`src/rtl/core/adsp_pkg.sv`:
```
// ----------------------------------------------------------------------------
// adsp_pkg
// Shared widths, register indexes and control types for the
// advection-diffusion stencil point core.
// ----------------------------------------------------------------------------
package adsp_pkg;

  // Fixed-point format of values and coefficients.
  localparam int VALUE_BITS = 24;
  localparam int FRAC_BITS  = 16;

  // Derived widths.
  localparam int VAL_W   = VALUE_BITS - 1;
  localparam int COEF_W  = VALUE_BITS;
  localparam int DIFF_W  = VAL_W + 1;
  localparam int LAP_W   = VAL_W + 3;
  localparam int VPROD_W = 2 * VALUE_BITS;
  localparam int RATE_W  = VPROD_W - FRAC_BITS + 1;
  localparam int APROD_W = RATE_W + COEF_W + 1;
  localparam int DPROD_W = LAP_W + COEF_W + 1;
  localparam int ACC_W   = APROD_W + 2;
  localparam int RES_W   = ACC_W - FRAC_BITS;

  // Pipeline depth.
  localparam int NSTAGE = 6;

  // Configuration register indexes.
  localparam int CFG_ADDR_W = 2;
  localparam logic [CFG_ADDR_W-1:0] REG_ADV_X  = 2'd0;
  localparam logic [CFG_ADDR_W-1:0] REG_ADV_Y  = 2'd1;
  localparam logic [CFG_ADDR_W-1:0] REG_DIFF_X = 2'd2;
  localparam logic [CFG_ADDR_W-1:0] REG_DIFF_Y = 2'd3;

  // Coefficient set held by the configuration registers.
  typedef struct packed {
    logic [COEF_W-1:0] adv_x;
    logic [COEF_W-1:0] adv_y;
    logic [COEF_W-1:0] diff_x;
    logic [COEF_W-1:0] diff_y;
  } adsp_coef_t;

  // Per-stage load enables from the pipeline control.
  typedef struct packed {
    logic [NSTAGE-1:0] en;
  } adsp_ctl_t;

endpackage

```
`src/rtl/core/adsp_cfg.sv`:
```
// ----------------------------------------------------------------------------
// adsp_cfg
// Configuration register file holding the four precomputed coefficients.
// ----------------------------------------------------------------------------
module adsp_cfg (
  input  logic                              clk,
  input  logic                              rst_n,
  input  logic                              cfg_we,
  input  logic [adsp_pkg::CFG_ADDR_W-1:0]   cfg_addr,
  input  logic [adsp_pkg::COEF_W-1:0]       cfg_wdata,
  output adsp_pkg::adsp_coef_t              coef
);
  import adsp_pkg::*;

  adsp_coef_t coef_r;
  adsp_coef_t coef_nxt;

  // Decode the register index of a write.
  always_comb begin
    coef_nxt = coef_r;
    if (cfg_we) begin
      case (cfg_addr)
        REG_ADV_X:  coef_nxt.adv_x  = cfg_wdata;
        REG_ADV_Y:  coef_nxt.adv_y  = cfg_wdata;
        REG_DIFF_X: coef_nxt.diff_x = cfg_wdata;
        REG_DIFF_Y: coef_nxt.diff_y = cfg_wdata;
        default:    coef_nxt = coef_r;
      endcase
    end
  end

  always_ff @(posedge clk) begin
    if (!rst_n) begin
      coef_r <= '0;
    end else begin
      coef_r <= coef_nxt;
    end
  end

  assign coef = coef_r;

endmodule

```
`config.mk`:
```
export PLATFORM = sky130hd
export DESIGN_NAME = adsp_cfg
export DESIGN_NICKNAME = d
export VERILOG_FILES = /design/src/rtl/core/adsp_pkg.sv /design/src/rtl/core/adsp_cfg.sv
export SDC_FILE = /design/constraint.sdc
export NUM_CORES = 1
export LEC_CHECK = 0
export BUFFER_PORTS_ARGS = -buffer_cell sky130_fd_sc_hd__buf_4
export CORE_ASPECT_RATIO = 0.5
export CORE_MARGIN = 3
export CORE_UTILIZATION = 44
export DETAILED_ROUTE_END_ITERATION = 10
export GPL_TIMING_DRIVEN = 0
export PLACE_DENSITY_LB_ADDON = 0.05
export SYNTH_ARGS = -nofsm -noshare
export SYNTH_HDL_FRONTEND = slang
export SYNTH_SLANG_ARGS = --single-unit
```
`constraint.sdc`:
```
create_clock -name clk -period 0.9 [get_ports clk]
set_clock_uncertainty 0.1 [all_clocks]
set_input_delay 0.045 -clock clk [delete_from_list [all_inputs] [get_ports clk]]
set_output_delay 0.045 -clock clk [all_outputs]
set_load 0.05 [all_outputs]
```
==> implementation parameters, run 1 <==
Parameter                              Value

Pwr
  Total power divided by cell area ... 1590 mW/mm2
  Worst vdd rail ir drop ... 1.17 mV
  Leakage ... 3.03 nW

Yosys
  Nets in the synthesized netlist ... 369
  Sequential share of the synthesized area ... 53.8%
  Share of flip-flops with an asynchronous set or reset after synthesis ... 0%
  Synth top area share ... 53.8%
  Warnings, synthesis ... 0
  Flip-flop and latch count after synthesis ... 96
  Gate count of the mapped netlist ... 340
  Synth Cell Area ... 0.00357 mm2
  Most common cell in the synthesized netlist ... nand2_1
  Netlist cell types ... 11
  Mean area per synthesized cell ... 10.5 um2
  List of most frequent post-synthesis cells ... 120 x nand2_1, 96 x dfxtp_1, 96 x mux2i_1
  Library cell occupying the most area in the post-synthesis netlist ... dfxtp_1
  Synth area leaders ... dfxtp_1 54%, mux2i_1 27%, nand2_1 13%
  Number of enable flip-flop cells after synthesis ... 0
  Primary FF master, synth ... dfxtp_1

Routing
  Drt wl/cell ... 18.1 um
  Number of nets still failing antenna checks after routing ... 0
  Number of DRC violations after detailed-routing iteration 0 ... 181
  TritonRoute pass-1 iters ... 5
  Total via count in the routed design ... 3,178
  Number of design rule violations left after detail routing ... 0
  Ratio of routed vias to standard cells ... 4.94
  Routed Wire Length ... 11,600 um

Finish
  N_diodes ... 0
  # nets final ... 560
  Final Core Density ... 82.3%
  Share of cells above drive strength 1 ... 55.5%
  Multi-input gate area in the final layout ... 0.00147 mm2
  Final cell count without fillers ... 643
  Number of flip-flops in the largest register ... 96
  Filler instances ... 410
  Register cell area after layout ... 0.00204 mm2
  Area grow syn2layout ... 75.1%

Timing
  Slack of the critical path ... -127 ps
  Rel. slew slack ... 61.7%
  Minimum clock period after layout ... 1030 ps
  Number of hold-slack violations in the final timing report ... 0
  Max Clk Rate ... 0.974 GHz
  Setup repair after global routing missed its margin ... yes
  Final-report max-slew violation count ... 0
  Portion of the clock cycle consumed by the worst path in the final layout ... 114%
  Total of endpoints with negative setup slack in the final report ... 106
  Measured slew at the worst slew-check pin ... 575 ps

Worst setup path
  WP data required ... 750 ps
  Arrival time reported for the critical path endpoint ... 880 ps
  Element type at the critical path start ... flip-flop
  Combined buffer and inverter count along the critical path ... 1
  Crit. End Element ... output port
  Largest fanout of any net on the critical path ... 2
  Critical path's top delay family ... flip-flops
  CP max stage cell ... dfxtp_2
  Ordered cell list for the critical path ... buf_8
  Stage delay of the slowest cell on the critical path ... 380 ps
  CP Class ... reg2out

Placed design
  Placed cell count ... 571
  Global placement routability congestion ... 0.785
  HPWL Detailed ... 6910 um
  Number of port buffers ... 123

Clocking
  Deepest clock path buffer count ... 2
  Clock-pin slew on the worst setup and hold paths ... 60 ps
  Clock latency at the later pin of the worst-skew pair ... 340 ps
  Number of H-tree branching levels ... 3
  Number of CTS-inserted buffers ... 9
  Clock root buffer master ... clkbuf_16
  TritonCTS clock tree ... done
  Clk sinks ... 96

Global route
  Initial antenna violation count ... 0
  Maximum number of pins on one net before global-route repair ... 16
  Wire length of the first global-routing pass ... 16,700 um
  Total GRT Usage ... 23.0%
  Number of global-route vias before repair ... 3,243
  Remaining global-route overflow ... 0

Die
  Area of the core ... 0.00760 mm2
  Die Span Y ... 69.7 um
  Cell row count ... 22
  Initial core utilization ... 47.0%
  Horizontal extent of the die ... 133 um
  Die Area ... 0.00930 mm2
  Boundary pin count ... 125

Status
  Violations in the final reports ... negative setup slack
  Outcome ... finished, violations left

Min path
  Worst hold-check path type ... in2reg

Job
  Reported max-cap violation count ... 0
-- metrics by stage --
stage / setup WS [ps] / hold WS (ps) / TNS [ps] / power [W] / area [um2]
6_report: -127 / 40.6 / -8430 / 0.00991 / 6250
5_1_grt: -143 / 46.8 / -10900 / 0.0102 / 6250
4_1_cts: -110 / 34.8 / -8740 / 0.00983 / 5960
3_5_place_dp: -224 / 281 / -14510 / 0.00599 / 4750
3_3_place_gp: -172 / 269 / -11290 / 0.00597 / 4750
2_1_floorplan: 40.8 / 141 / 0 / 0.00552 / 3690
-- layout make-up --
class,count,area share (%)
flip-flops and latches,96,32.7
well taps,108,2.16
plain buffers,24,3.18
clock buffers,10,3.82
multi-input cells,220,23.4
repair buffers,180,34.2
clock inverters,5,0.520
-- final timing paths --
kind,end,slack (ps),cells after the start,startpoint
max,coef[3],-130,1,coef[3]
min,coef[0],40,3,cfg_addr[1]
max reg2reg,coef[55],-20,4,coef[55]
min reg2reg,coef[25],370,2,coef[25]
-- logic make-up after synthesis --
logic type	after synthesis	share of synthesized area, %
buffers and inverters	24	5.57
flip-flops	96	53.8
multiplexers	96	26.9
AND/OR/NAND/NOR	124	13.7
-- report_power, final --
part / internal, W / total (W) / switching [W] / leakage [nW]
registers: 0.00443 / 0.00457 / 0.000146 / 0.825
logic: 0.000790 / 0.00178 / 0.000991 / 2.07
clock network: 0.00193 / 0.00355 / 0.00162 / 0.138
-- metal layers --
metal,vias to the layer above,wire [um],track usage [%]
li1,1502,-,-
met3,13,981,8.62
met1,1524,4750,26.7
met5,-,0,0
met2,139,5750,40.2
met4,0,131,6.39
-- cells in the final DEF, fill, tap and decap left out --
| cell type | n |
|---|---|
| clkbuf_16 | 9 |
| nand2_1 | 115 |
| inv_6 | 1 |
| nor3b_2 | 1 |
| dfxtp_2 | 95 |
| dlygate4sd3_1 | 24 |
| dfxtp_4 | 1 |
| buf_8 | 91 |
| buf_12 | 1 |
| clkbuf_1 | 2 |
| nand2_2 | 5 |
| mux2i_1 | 95 |
| nand3b_1 | 2 |
| buf_6 | 22 |
| buf_2 | 11 |
| clkbuf_8 | 1 |
| nand3_2 | 1 |
| clkinv_2 | 3 |
| buf_4 | 53 |
| mux2i_2 | 1 |
| clkinv_4 | 1 |
-- repair_timing --
item,CTS,global route
cloned,0,0
gates resized for setup,159,41
hold buffers,24,0
endpoints found under the hold margin,96,0
setup endpoints to repair,96,99
buffers inserted,14,19
No activity file was read; power rests on OpenSTA's default activity.
==> run 2, diff against run 1 <==
Settings changed: CORE_MARGIN 3 to 2.
==> run 2 against run 1 <==
  * Critical path type unchanged
  * Critical path depth did not move
  * Power rose by 3.1%
  * First-iteration DRC count fell by 24%
  * The run still ends with negative setup slack left
  * Worst setup slack improved by 30 ps
==> implementation parameters, run 2 (synthesis gave the netlist of run 1 again) <==
Parameter                              Value

Worst setup path
  Ordered cell list for the critical path ... buf_8
  WP data required ... 750 ps (about the same)
  Combined buffer and inverter count along the critical path ... 1 (unchanged)
  Largest fanout of any net on the critical path ... 2 (unchanged)
  Stage delay of the slowest cell on the critical path ... 360 ps (-20 ps)
  Critical path's top delay family ... flip-flops
  CP max stage cell ... dfxtp_2
  CP Class ... reg2out
  Arrival time reported for the critical path endpoint ... 850 ps (-30 ps)
  Crit. End Element ... output port
  Element type at the critical path start ... flip-flop

Die
  Cell row count ... 23 (+4.5%)
  Die Span Y ... 67.7 um (-2.9%)
  Die Area ... 0.00889 mm2 (-4.3%)
  Initial core utilization ... 44.9% (-2.0 points)
  Area of the core ... 0.00794 mm2 (+4.5%)
  Horizontal extent of the die ... 131 um (-1.5%)
  Boundary pin count ... 125 (unchanged)

Timing
  Total of endpoints with negative setup slack in the final report ... 97 (-8.5%)
  Slack of the critical path ... -97.1 ps (+29.9 ps)
  Final hold slack ... 49.6 ps (+9.04 ps)
  Portion of the clock cycle consumed by the worst path in the final layout ... 111% (-3.3 points)
  Rel. slew slack ... 61.0% (-0.64 points)
  Max Clk Rate ... 1.00 GHz (+3.0%)
  Setup repair after global routing missed its margin ... yes
  Minimum clock period after layout ... 997 ps (-29.9 ps)
  Final-report max-slew violation count ... 0 (unchanged)
  Measured slew at the worst slew-check pin ... 585 ps (+9.67 ps)
  Number of hold-slack violations in the final timing report ... 0 (unchanged)

Pwr
  Power share of the sequential group ... 44.7% (-1.5 points)
  Comb power frac ... 17.0% (-1.0 points)
  Share of total power consumed by net switching ... 25.8% (-2.1 points)
  Worst vdd rail ir drop ... 1.22 mV (+4.2%)
  Cell internal pwr ... 0.00758 W (+6.0%)
  Clock share of power ... 38.2% (+2.3 points)
  Switching power total ... 0.00263 W (-4.5%)
  Total power ... 0.0102 W (+3.1%)
  Total power divided by cell area ... 1650 mW/mm2 (+4.2%)
  Leakage ... 2.99 nW (-1.4%)

Clocking
  Number of H-tree branching levels ... 3 (unchanged)
  TritonCTS clock tree ... done
  Clk sinks ... 96 (unchanged)
  Clock latency at the later pin of the worst-skew pair ... 330 ps (about the same)
  Deepest clock path buffer count ... 2 (unchanged)
  Clock-pin slew on the worst setup and hold paths ... 60 ps (about the same)
  Number of CTS-inserted buffers ... 9 (unchanged)
  Clock root buffer master ... clkbuf_16

Finish
  N_diodes ... 0 (unchanged)
  Filler instances ... 488 (+19%)
  Area grow syn2layout ... 73.2%
  Most frequent standard cell in the layout excluding fill and tap cells ... nand2_1
  # nets final ... 552 (-1.4%)
  Final cell count without fillers ... 637 (-0.93%)
  Commonest non-fill, non-tap cells in the layout ... 119 x nand2_1, 96 x mux2i_1, 96 x dfxtp_2
  Register cell area after layout ... 0.00204 mm2 (-0.12%)
  Multi-input gate area in the final layout ... 0.00145 mm2 (-0.94%)
  Final standard cell area without fillers ... 0.00618 mm2 (-1.1%)
  Share of cells above drive strength 1 ... 53.7% (-1.8 points)
  Number of flip-flops in the largest register ... 96 (unchanged)

Routing
  Number of nets still failing antenna checks after routing ... 0 (unchanged)
  TritonRoute pass-1 iters ... 4 (-1)
  Drt wl/cell ... 16.5 um (-8.4%)
  Ratio of routed vias to standard cells ... 4.88 (-1.2%)
  Total via count in the routed design ... 3,110 (-2.1%)
  Number of DRC violations after detailed-routing iteration 0 ... 138 (-24%)
  Routed Wire Length ... 10,500 um (-9.3%)
  Number of design rule violations left after detail routing ... 0 (unchanged)

Global route
  Number of global-route vias before repair ... 3,056 (-5.8%)
  Maximum number of pins on one net before global-route repair ... 15 (-1)
  Initial antenna violation count ... 0 (unchanged)
  Wire length of the first global-routing pass ... 15,300 um (-8.3%)
  Remaining global-route overflow ... 0 (unchanged)
  Total GRT Usage ... 22.7% (-0.36 points)

Min path
  Worst hold-check path type ... in2reg

Placed design
  Number of port buffers ... 123 (unchanged)
  Placement-stage worst setup slack ... -252 ps (-28.4 ps)
  Placed cell count ... 575 (+0.70%)
  Placed Area ... 0.00475 mm2 (+0.11%)
  HPWL Detailed ... 6790 um (-1.8%)
  Global placement routability congestion ... 0.778 (-0.90%)

Job
  Reported max-cap violation count ... 0 (unchanged)

Status
  Outcome ... finished, violations left
  Violations in the final reports ... negative setup slack
-- run 2: cell types whose count changed in the layout (fill, tap and decap cells not counted), moves of 2 or more --
cell       delta
buf_6         -8
nand2_1       +4
nand2_2       -4
bufinv_16     +2
clkinv_2      -2
-- run 2: through the flow --
stage          TNS [ps]  utilization (%)
2_1_floorplan         0                -
3_3_place_gp     -11970             59.8
3_5_place_dp     -14280             59.8
4_1_cts           -7600             75.5
5_1_grt           -9350             77.9
6_report          -6810             77.9
-- run 2: area by class of cell --
type / instances / share of cell area [%]
plain buffers: 24 / 3.22
repair buffers: 172 / 33.2
multi-input cells: 220 / 23.5
well taps: 112 / 2.27
flip-flops and latches: 96 / 33.0
clock inverters: 4 / 1.17
clock buffers: 9 / 3.64
-- run 2: final timing paths --
check	cells past startpoint	slack, ps	to	startpoint
worst max-delay path	1	-100	coef[60]	coef[60]
worst min register to register	2	370	coef[59]	coef[59]
worst min-delay path	3	50	coef[0]	cfg_addr[1]
worst max register to register	4	-10	coef[47]	coef[47]
-- run 2: repair_timing --
action                                 4_1_cts  5_1_grt
resized for setup                          161       27
setup buffers                               13       12
endpoints found under the hold margin       94        0
hold buffers                                24        0
setup endpoints to repair                   96       98
-- run 2: worst register-to-register path, stage by stage, from the launching register on --
cell and delay [ps]:
dfxtp_2 330, buf_4 130, buf_4 120, nand2_1 50, mux2i_1 70
-- run 2: per-layer routing --
layer / vias to the layer above / part of all wire (%) / global-route usage, %
li1: 1486 / - / -
met1: 1505 / 44 / 26.3
met2: 109 / 49 / 40.9
met5: - / 0 / 0
met3: 10 / 6.5 / 8.18
met4: 0 / 0.82 / 6.39
-- run 2: power groups by stage --
stage	logic, W	clock network, W	registers, W
2_1_floorplan	0.000406	0	0.00512
4_1_cts	0.00167	0.00395	0.00456
5_1_grt	0.00181	0.00413	0.00458
3_5_place_dp	0.00139	0	0.00461
6_report	0.00174	0.00391	0.00457
3_3_place_gp	0.00137	0	0.00460
