## src/rtl/core/adsp_pkg.sv

```systemverilog
// ----------------------------------------------------------------------------
// adsp_pkg
// Shared widths, register indexes and control types for the
// advection-diffusion stencil point core.
// ----------------------------------------------------------------------------
package adsp_pkg;

  // Fixed-point format of values and coefficients.
  localparam int VALUE_BITS = 24;
  localparam int FRAC_BITS  = 16;

  // Derived widths.
  localparam int VAL_W   = VALUE_BITS - 1;
  localparam int COEF_W  = VALUE_BITS;
  localparam int DIFF_W  = VAL_W + 1;
  localparam int LAP_W   = VAL_W + 3;
  localparam int VPROD_W = 2 * VALUE_BITS;
  localparam int RATE_W  = VPROD_W - FRAC_BITS + 1;
  localparam int APROD_W = RATE_W + COEF_W + 1;
  localparam int DPROD_W = LAP_W + COEF_W + 1;
  localparam int ACC_W   = APROD_W + 2;
  localparam int RES_W   = ACC_W - FRAC_BITS;

  // Pipeline depth.
  localparam int NSTAGE = 6;

  // Configuration register indexes.
  localparam int CFG_ADDR_W = 2;
  localparam logic [CFG_ADDR_W-1:0] REG_ADV_X  = 2'd0;
  localparam logic [CFG_ADDR_W-1:0] REG_ADV_Y  = 2'd1;
  localparam logic [CFG_ADDR_W-1:0] REG_DIFF_X = 2'd2;
  localparam logic [CFG_ADDR_W-1:0] REG_DIFF_Y = 2'd3;

  // Coefficient set held by the configuration registers.
  typedef struct packed {
    logic [COEF_W-1:0] adv_x;
    logic [COEF_W-1:0] adv_y;
    logic [COEF_W-1:0] diff_x;
    logic [COEF_W-1:0] diff_y;
  } adsp_coef_t;

  // Per-stage load enables from the pipeline control.
  typedef struct packed {
    logic [NSTAGE-1:0] en;
  } adsp_ctl_t;

endpackage

```

## src/rtl/core/adsp_ctrl.sv

```systemverilog
// ----------------------------------------------------------------------------
// adsp_ctrl
// Valid bits and back-pressure chain of the six-stage pipeline.
// ----------------------------------------------------------------------------
module adsp_ctrl (
  input  logic                 clk,
  input  logic                 rst_n,
  input  logic                 in_valid,
  output logic                 in_stall,
  output logic                 out_valid,
  input  logic                 out_stall,
  output adsp_pkg::adsp_ctl_t  ctl
);
  import adsp_pkg::*;

  logic [NSTAGE-1:0] vld_r;
  logic [NSTAGE-1:0] vld_nxt;
  logic [NSTAGE:0]   ready;

  // A stage may load when it is empty or its content moves on this cycle.
  always_comb begin
    ready[NSTAGE] = !out_stall;
    for (int k = NSTAGE - 1; k >= 0; k--) begin
      ready[k] = !vld_r[k] || ready[k+1];
    end
  end

  // Valid bits follow their data forward.
  always_comb begin
    for (int k = 0; k < NSTAGE; k++) begin
      if (ready[k]) begin
        vld_nxt[k] = (k == 0) ? in_valid : vld_r[(k == 0) ? 0 : k - 1];
      end else begin
        vld_nxt[k] = vld_r[k];
      end
    end
  end

  always_ff @(posedge clk) begin
    if (!rst_n) begin
      vld_r <= '0;
    end else begin
      vld_r <= vld_nxt;
    end
  end

  assign ctl.en    = ready[NSTAGE-1:0];
  assign in_stall  = !ready[0];
  assign out_valid = vld_r[NSTAGE-1];

endmodule

```

## config.mk

```make
export PLATFORM = sky130hd
export DESIGN_NAME = adsp_ctrl
export DESIGN_NICKNAME = d
export VERILOG_FILES = /design/src/rtl/core/adsp_pkg.sv /design/src/rtl/core/adsp_ctrl.sv
export SDC_FILE = /design/constraint.sdc
export NUM_CORES = 1
export LEC_CHECK = 0
export BUFFER_PORTS_ARGS = -buffer_cell sky130_fd_sc_hd__buf_2
export CORE_AREA = 2 2 39 41
export CTS_CLUSTER_DIAMETER = 50
export CTS_CLUSTER_SIZE = 40
export DETAILED_ROUTE_END_ITERATION = 8
export DIE_AREA = 0 0 41 43
export PLACE_DENSITY = 0.44
export SKIP_CTS_REPAIR_TIMING = 1
export SLEW_MARGIN = 20
export SYNTH_ARGS = -nofsm -noshare
export SYNTH_HDL_FRONTEND = slang
export SYNTH_SLANG_ARGS = --single-unit
```

## constraint.sdc

```tcl
create_clock -name clk -period 1.32 [get_ports clk]
set_input_delay 0.264 -clock clk [delete_from_list [all_inputs] [get_ports clk]]
set_output_delay 0.264 -clock clk [all_outputs]
set_load 0.05 [all_outputs]
```

==> results of run 1 <==
==> through the flow <==
stage / setup slack (ns) / TNS [ns]
finish: -0.206 / -0.745
global route: -0.260 / -0.996
CTS: -0.238 / -0.943
detailed placement: 0.000924 / 0
global placement: -0.00115 / -0.00115
floorplan: -0.408 / -0.450
==> path summary, 6_finish.rpt <==
check	endpoint	cells past startpoint	slack, ns	from
worst max-delay path	in_stall	4	-0.21	vld_r[5]$_SDFFE_PN0P_
worst min-delay path	vld_r[0]$_SDFFE_PN0P_	2	0.23	in_valid
worst max register to register	vld_r[0]$_SDFFE_PN0P_	6	0.19	vld_r[5]$_SDFFE_PN0P_
worst min register to register	vld_r[1]$_SDFFE_PN0P_	2	0.46	vld_r[0]$_SDFFE_PN0P_
==> layout make-up <==
| class | instances | area [um^2] | share of cell area |
|---|---|---|---|
| clock buffers | 4 | 26.3 | 0.0580 |
| inverters | 4 | 26.3 | 0.0580 |
| multi-input cells | 16 | 114 | 0.251 |
| flip-flops and latches | 6 | 124 | 0.273 |
| well taps | 16 | 20.0 | 0.0442 |
| repair buffers | 18 | 143 | 0.315 |
==> per-layer routing <==
metal  vias to the layer above  track usage  wire, um
met5                         -            0         0
met4                         0       0.0200         0
met3                         0       0.0785        62
met2                        12        0.106       264
met1                       114       0.0772       206
li1                        131            -         -
==> logic make-up (layout without fill, tap and decap cells) <==
kind of cell / after synthesis / count (layout) / share of synthesized area
buffers and inverters: 4 / 26 / 0.0622
and+or+nand+nor: 10 / 10 / 0.259
AOI/OAI and AO/OA: 6 / 6 / 0.181
DFF: 6 / 6 / 0.497
==> cell usage in the layout, fill, tap and decap left out <==
master,Yosys,final
and4_4,1,1
a21boi_0,1,1
o21a_1,3,3
clkbuf_4,0,4
clkinvlp_4,0,1
nor2_4,1,1
nand3_1,2,2
buf_4,0,7
nand2_4,0,1
inv_4,0,1
buf_2,0,6
inv_1,2,1
buf_8,0,2
inv_6,0,1
o21ai_2,1,1
nand2_1,4,3
dfxtp_1,6,5
a21oi_1,1,1
clkbuf_1,0,1
dfxtp_4,0,1
buf_6,0,2
nor2b_1,1,1
and2_4,1,1
==> power groups by stage <==
| stage | Clock, mW | Sequential, mW | Combinational [mW] |
|---|---|---|---|
| floorplan | 0 | 0.192 | 0.00622 |
| global placement | 0 | 0.191 | 0.0215 |
| detailed placement | 0 | 0.191 | 0.0213 |
| CTS | 0.193 | 0.187 | 0.0216 |
| global route | 0.210 | 0.187 | 0.0241 |
| finish | 0.185 | 0.187 | 0.0218 |
==> impl_results.md, run 1 <==
- Status: complete, but fails checks
- Failing checks: setup timing
- Initial antenna violation count: 0
- Synth Cell Area: 241 um^2
- Cells after synthesis: 26
- Dpl cells: between 50 and 60
- Final Cycle Share: 1.16
- Most used DFF post-synth: dfxtp_1
- Final std cells w/o fill: 64
- Core ar.: 1380 um^2
- Clock skew: just over 0.004 ns
- Crit-path cells: and4_4 -> inv_6 -> nor2_4 -> clkbuf_4
- Initial DRC count: 0
- CTS tree: built
- YS warnings: 0
- Global route overflow: 0
- Via count: 257
- FP Rows: 14
- Worst-Margin Slew: about 0.25 ns
- CP max stage delay: 0.33 ns
- Final setup margin: -0.206 ns
- Mean Syn Cell Area: 9.29 um^2
- Number of routed nets with antenna violations: 0
- Syn Nets: 30
- Synth area leader: dfxtp_1
- Top post-synthesis cells by area: dfxtp_1, o21a_1, nand2_1
- Most frequent cell after synthesis: dfxtp_1
- Vias in the first global route: between 200 and 250
- Max Freq: ~660 MHz
- Layout cell share with drive strength beyond 1: 0.625
- Design Area, Final: between 400 and 500 um^2
- Final core occ: 0.327
- Hold WS: approximately 0.23 ns
- Largest regs: vld_r: 6 flops
- First-pass GRT wire length: approximately 850 um
- Num CTS Buffers: 3
- Clock Latency Late Sink: ~0.25 ns
- Buffers on Ports: 11
- Filler cells: approximately 160
- GRT Util Overall: 0.0763
- DR pass1 iterations: 1
- Peak fanout along the critical path: 3
- # Max-Cap Violations: 0
- Leak Pwr: 0.200 nW
- Power share of the clock group: 0.469
- Placement Cell Area: 377 um^2
- Die Area: 1760 um^2
- Post-synth EDFFs: 0
- Reg clk slew, reported paths: 0.05 ns
- CTS Buffer Depth: 2
- Clock root cell: clkbuf_4
- Routed WL: about 530 um
- Pins Over Slew Limit: 0
- Antenna Cells: 0
- WS Path Type: flop to primary output
- Initial core utilization: 0.175
- Sw Share: 0.211
- CP Launch Type: flop
- Reg with most FFs: vld_r
- Die W: around 41 um
- I/O pin cnt: 12
- Largest net degree at the start of global routing: 8
- Pwr dens: between 800 and 900 nW/um^2
- Drt wl/cell: roughly 8.3 um
- Pint: roughly 310 uW
- Synth cell types: 13
- Area Overhead vs Synth: 87.6%
- Tot Pwr: 394 uW
- RSZ-0062 raised after global routing: true
- Delay-heaviest family, CP: simple AND/OR/NAND/NOR gates
- Worst path slowest cell: dfxtp_4
- Fin. Hold Viols: 0
- CP endpoint kind: primary output
- Synth async-reset ratio: 0
- Synth cell count leaders: dfxtp_1, nand2_1, o21a_1
- Chip height: between 40 and 50 um
- CP Buf/Inv Count: 2
- Fin nets: 53
- Worst Path Arrival: roughly 1.3 ns
- Switching power total: 82.9 uW
- Max-Slew Margin vs Limit: 0.835
- Peak VDD IR: slightly above 0.5 mV
- WP data required: 1.06 ns
- Post-synthesis sequential area ratio: 0.497
- Flops & latches, synth: 6
- Yosys top cell area share: 0.497
- DRC errors left: 0
- Clock Sink Count: 6
- Hold WC Path Type: primary input to flop
- Largest register FFs: 6
- Sequential Power Share: 0.475
- Htree depth: 1
- Final min period: ~1.5 ns
- Comb power frac: 0.055
- GPL Wtd Cong: slightly above 0.6
- Vias per cell: about 4
- Final setup fails: 5
(Power assumes the default switching activity.)
==> run 2, diff against run 1 <==
- PLACE_DENSITY: 0.44 -> 0.45
- clock period: 1.32 -> 1.4 ns (I/O delays scaled with it)
==> run 2 against run 1 <==
Compared with the run above:
- the flow still finishes with violations (setup timing)
- critical endpoint is now ctl[0]
- utilization fell by 4.4 points
- worst hold slack better by 0.018 ns
- sequential share of layout area rose by 4.6 points
- global-route usage fell by 0.79 points
- critical path depth is 1 higher
- sequential power down 5%
- via count shrank 11%
- die area unchanged
- worst setup slack improved by 0.076 ns
- largest power group unchanged
- combinational power shrank 22%
- register-to-register slack improved by 0.21 ns
==> impl_results.md, run 2 (same netlist as run 1, synthesis figures left out) <==
- Status: complete, but fails checks
- Failing checks: setup timing
- DP Wirelength: between 300 and 400 um
- Register Area: 125 um^2
- Die Area: between 1500 and 2000 um^2
- Fin. Hold Viols: 0
- WP data required: around 1.1 ns
- CTS Buffer Depth: 2
- Peak fanout along the critical path: 5
- Initial DRC count: 0
- GRT Util Overall: 0.0684
- Worst R2R Path Depth: 4
- CP endpoint kind: primary output
- Reg2reg end: vld_r[1]$_SDFFE_PN0P_
- Worst-Margin Slew: 0.249 ns
- Max Freq: 654 MHz
- DR pass1 iterations: 1
- RSZ-0062 raised after global routing: true
- Clock skew: 0.00377 ns
- Htree depth: 1
- Pint: 291 uW
- Area Overhead vs Synth: 62.2%
- Worst Path Arrival: 1.25 ns
- Hold worst-path end: vld_r[0]$_SDFFE_PN0P_
- Vias per cell: about 4.0
- Peak VDD IR: 0.564 mV
- Initial core utilization: 0.175
- Clock Latency Late Sink: around 0.24 ns
- Drt wl/cell: ~8.8 um
- Switching power total: 72.9 uW
- Comb power frac: 0.047
- Antenna Cells: 0
- Leak Pwr: between 0.1 and 0.15 nW
- CP Buf/Inv Count: 3
- Multi-input logic area: 109 um^2
- Chip height: around 43 um
- Flop2flop setup slack: about 0.40 ns
- Die W: just over 40 um
- Dpl cells: 54
- CP max stage delay: approximately 0.36 ns
- Number of routed nets with antenna violations: 0
- Buffers on Ports: 11
- Filler cells: 150
- Reg clk slew, reported paths: 0.05 ns
- Placement Cell Area: 337 um^2
- Routed WL: just over 500 um
- # Max-Cap Violations: 0
- GPL Wtd Cong: between 0.6 and 0.7
- Final setup margin: -0.130 ns
- I/O pin cnt: 12
- Clock Sink Count: 6
- Power share of the clock group: 0.466
- Hold Path Cell Cnt: 2
- Final setup fails: 4
- Worst path slowest cell: dfxtp_4
- Sw Share: 0.200
- Num CTS Buffers: 3
- Via count: between 200 and 250
- CP Launch Type: flop
- FP Rows: 14
- Fin nets: between 40 and 50
- DRC errors left: 0
- Pins Over Slew Limit: 0
- Final min period: about 1.5 ns
- Most frequent cells in the layout: buf_2, dfxtp_1, nand2_1, o21a_1, clkbuf_4
- Delay-heaviest family, CP: simple AND/OR/NAND/NOR gates
- Vias in the first global route: 189
- Largest regs: vld_r: 6 flops
- Core ar.: approximately 1400 um^2
- Final std cells w/o fill: a little under 60
- Largest register FFs: 6
- Initial antenna violation count: 0
- CTS tree: built
- First-pass GRT wire length: slightly above 700 um
- Clock root cell: clkbuf_4
- Largest net degree at the start of global routing: 8
- Max-Slew Margin vs Limit: 0.835
- Design Area, Final: slightly below 400 um^2
- Sequential Power Share: 0.488
- Commonest non-fill, non-tap cell in the layout: buf_2
- Crit-path cells: and4_4 -> inv_4 -> nor2_4 -> clkinvlp_4 -> buf_6
- Global route overflow: 0
- Hold WC Path Type: primary input to flop
- Hold Crit Start: in_valid
- Reg with most FFs: vld_r
- Layout cell share with drive strength beyond 1: 0.595
- WS Path Type: flop to primary output
- Crit Reg-Reg Startpoint: vld_r[5]$_SDFFE_PN0P_
- Pwr dens: around 930 nW/um^2
- Final Cycle Share: 1.09
- Fin Setup TNS: -0.434 ns
[run 2: through the flow]
step	total power, mW	setup WS [ns]	hold slack, ns	util
after detailed placement	0.198	0.0385	0.454	0.243
final	0.364	-0.130	0.251	0.283
after CTS	0.374	-0.203	0.248	0.262
after global placement	0.198	0.0408	0.455	0.243
after floorplan	0.187	-0.350	0.397	-
after global routing	0.389	-0.193	0.249	0.283
[run 2: worst max path at each step]
stage,end,startpoint,slack (ns),cells past startpoint
floorplan,ctl[0],vld_r[5]$_SDFFE_PN0P_,-0.35,4
global placement,ctl[0],out_stall,0.04,6
detailed placement,ctl[0],out_stall,0.04,6
CTS,ctl[0],vld_r[4]$_SDFFE_PN0P_,-0.20,5
global route,ctl[0],vld_r[5]$_SDFFE_PN0P_,-0.19,5
finish,ctl[0],vld_r[5]$_SDFFE_PN0P_,-0.13,5
[run 2: layout make-up]
| cell class | instances | share of cell area |
|---|---|---|
| tap | 16 | 0.0511 |
| sequential | 6 | 0.319 |
| timing repair buffer | 12 | 0.224 |
| clock buffer | 4 | 0.0671 |
| multi-input combinational | 16 | 0.278 |
| inverter | 4 | 0.0607 |
[run 2: metal layers]
layer  vias up  part of all wire  global-route usage
met3         0              0.12              0.0785
met1       102              0.43              0.0680
met4         0                 0              0.0200
met5         -                 0                   0
li1        117                 -                   -
met2        11              0.45              0.0906
[run 2: power by group through the flow]
| stage | clock network, mW | logic, mW | registers [mW] |
|---|---|---|---|
| after floorplan | 0 | 0.00586 | 0.181 |
| after global placement | 0 | 0.0173 | 0.181 |
| after detailed placement | 0 | 0.0173 | 0.181 |
| after CTS | 0.179 | 0.0174 | 0.177 |
| after global routing | 0.192 | 0.0192 | 0.178 |
| final | 0.169 | 0.0170 | 0.177 |
==> run 3, diff against run 2 <==
- ABC_AREA: default -> 1
- SKIP_LAST_GASP: default -> 1
==> run 3 against run 2 <==
Compared with the run above:
- the flow still finishes with violations (setup timing)
- non-clock buffer count is 3 higher
- combinational power is 6% lower
- total power is 2.1% higher
- worst setup slack better by 0.056 ns
- clock power is 4% higher
- synthesized cell count is 3.8% higher
- clock skew is 0.0058 ns higher
- fmax is 3.8% higher
- sequential share of layout area is 3.5 points lower
- worst hold slack better by 0.021 ns
- critical path type unchanged
- largest power group unchanged
==> impl_results.md, run 3 <==
- Vias per cell: roughly 3.8
- Max Freq: ~680 MHz
- Place WS: ~0.063 ns
- DP Wirelength: a little over 400 um
- CP Launch Type: flop
- Global route overflow: 0
- Antenna Cells: 0
- # Max-Cap Violations: 0
- Worst-Margin Slew: around 0.27 ns
- Mean Syn Cell Area: between 9 and 10 um^2
- DRC errors left: 0
- FP Rows: 14
- Yosys top cell area share: 0.487
- Final Cycle Share: 1.05
- Synth area leader: dfxtp_1
- Synth Area in Adders: 0
- I/O pin cnt: 12
- Routed WL: approximately 550 um
- Synth cell count leaders: inv_1, dfxtp_1, a21oi_1
- Post-synthesis mux area share: 0
- Chip height: 43 um
- Pins Over Slew Limit: 0
- DR pass1 iterations: 2
- Fin nets: 51
- GRT Util Overall: 0.0783
- Htree depth: 1
- Most used DFF post-synth: dfxtp_1
- WS Path Type: flop to primary output
- Final setup margin: -0.0738 ns
- Initial antenna violation count: 0
- Initial DRC count: 1
- CP endpoint kind: primary output
- GPL Wtd Cong: roughly 0.6
- Dpl cells: 55
- Most frequent cell after synthesis: inv_1
- Layout cell share with drive strength beyond 1: 0.587
- Clock Sink Count: 6
- Die Area: between 1500 and 2000 um^2
- Final std cells w/o fill: 62
- Clock Latency Late Sink: 0.25 ns
- Final min period: between 1 and 1.5 ns
- CP Buf/Inv Count: 2
- Largest regs: vld_r: 6 flops
- Worst path slowest cell: dfxtp_4
- Post-synth EDFFs: 0
- Buffers on Ports: 11
- Number of routed nets with antenna violations: 0
- Largest register FFs: 6
- Vias in the first global route: roughly 200
- Pwr dens: 843 nW/um^2
- Post-synthesis sequential area ratio: 0.487
- Most frequent CP cell: nand3_4
- Reg with most FFs: vld_r
- First-pass GRT wire length: between 800 and 900 um
- Synth async-reset ratio: 0
- WP data required: ~1.1 ns
- Clock skew: ~0.0096 ns
- Cells after synthesis: 27
- Placement Cell Area: around 340 um^2
- CTS Buffer Depth: 2
- Max-Slew Margin vs Limit: 0.818
- Num CTS Buffers: 3
- Die W: just over 40 um
- Main combinational cell family by area after synthesis: simple AND/OR/NAND/NOR gates
- CTS tree: built
- Peak fanout along the critical path: 4
- Crit-path cells: nand3_4 -> nor2_4 -> buf_6 -> nand3_4 -> buf_8
- Delay-heaviest family, CP: flip-flops
- YS warnings: 0
- Synth cell types: 9
- Top post-synthesis cells by area: dfxtp_1, inv_1, nand4_4
- Worst Path Arrival: about 1.2 ns
- Syn Nets: 31
- Failing checks: setup timing
- Design Area, Final: about 440 um^2
- Via count: roughly 230
- Clock root cell: clkbuf_4
- Most frequent cells in the layout: inv_1, buf_2, a21oi_1, dfxtp_1
- Hold WS: 0.272 ns
- Largest net degree at the start of global routing: 7
- Leak Pwr: about 0.18 nW
- Final setup fails: 5
- Synth Area in Compound Gates: 0.117
- Peak VDD IR: about 0.36 mV
- Drt wl/cell: between 8 and 9 um
- Status: complete, but fails checks
- Simple-Gate Fraction of Synth Area: 0.274
- Synth Cell Area: between 200 and 250 um^2
- Final core occ: 0.318
- Initial core utilization: 0.178
- CP max stage delay: ~0.35 ns
- Flops & latches, synth: 6
- Area Overhead vs Synth: 78.7%
- XOR/XNOR share of the synthesized area: 0
- Core ar.: between 1000 and 1500 um^2
- Reg clk slew, reported paths: roughly 0.050 ns
- Fin. Hold Viols: 0
- Hold WC Path Type: primary input to flop
- RSZ-0062 raised after global routing: true
run 3: cell types whose count changed in the layout (fill, tap and decap cells not counted), moves of 2 or more:
cell	delta
nand2_1	-2
inv_4	-2
nand3_1	-2
inv_1	+6
o21a_1	-3
nor2_1	+2
nand3_4	+2
a21oi_1	+3
run 3: cell families after synthesis:
family | count (synthesis)
simple gates | 8
buf+inv | 8
flops | 6
compound gates | 5
run 3: area by class of cell:
class / count / area [um^2]
timing repair buffer: 15 / 121
sequential: 6 / 125
clock buffer: 4 / 26.3
inverter: 8 / 33.8
multi-input combinational: 13 / 114
fill: 155 / 943
tap: 16 / 20.0
run 3: path summary, 6_finish.rpt:
check | start | end | slack [ns] | cells past startpoint
worst max register to register | vld_r[5]$_SDFFE_PN0P_ | vld_r[1]$_SDFFE_PN0P_ | 0.31 | 6
worst min register to register | vld_r[4]$_SDFFE_PN0P_ | vld_r[5]$_SDFFE_PN0P_ | 0.45 | 2
worst max-delay path | vld_r[5]$_SDFFE_PN0P_ | ctl[1] | -0.07 | 5
worst min-delay path | in_valid | vld_r[0]$_SDFFE_PN0P_ | 0.27 | 3
run 3: layer usage:
metal | track usage | part of all wire
met1 | 0.0900 | 0.44
met2 | 0.100 | 0.43
met3 | 0.0314 | 0.13
met4 | 0.0800 | 0
met5 | 0 | 0
run 3: report_power, final:
part           leakage (nW)  internal (mW)  switching, mW
combinational         0.114        0.00634        0.00956
sequential           0.0502          0.174        0.00597
clock                0.0150          0.108         0.0673
total                 0.179          0.289         0.0829
run 3: per-stage QoR:
stage                     power [mW]  setup TNS, ns
after floorplan                0.191         -0.471
after global placement         0.198              0
after detailed placement       0.198              0
after CTS                      0.383         -0.765
after global routing           0.398         -0.659
final                          0.371         -0.305
run 3: worst min-delay path, delay by kind of cell:
| kind | cells | cell delay, ns |
|---|---|---|
| AOI/OAI and AO/OA | 1 | 0.05 |
| buffers and inverters | 2 | 0.14 |
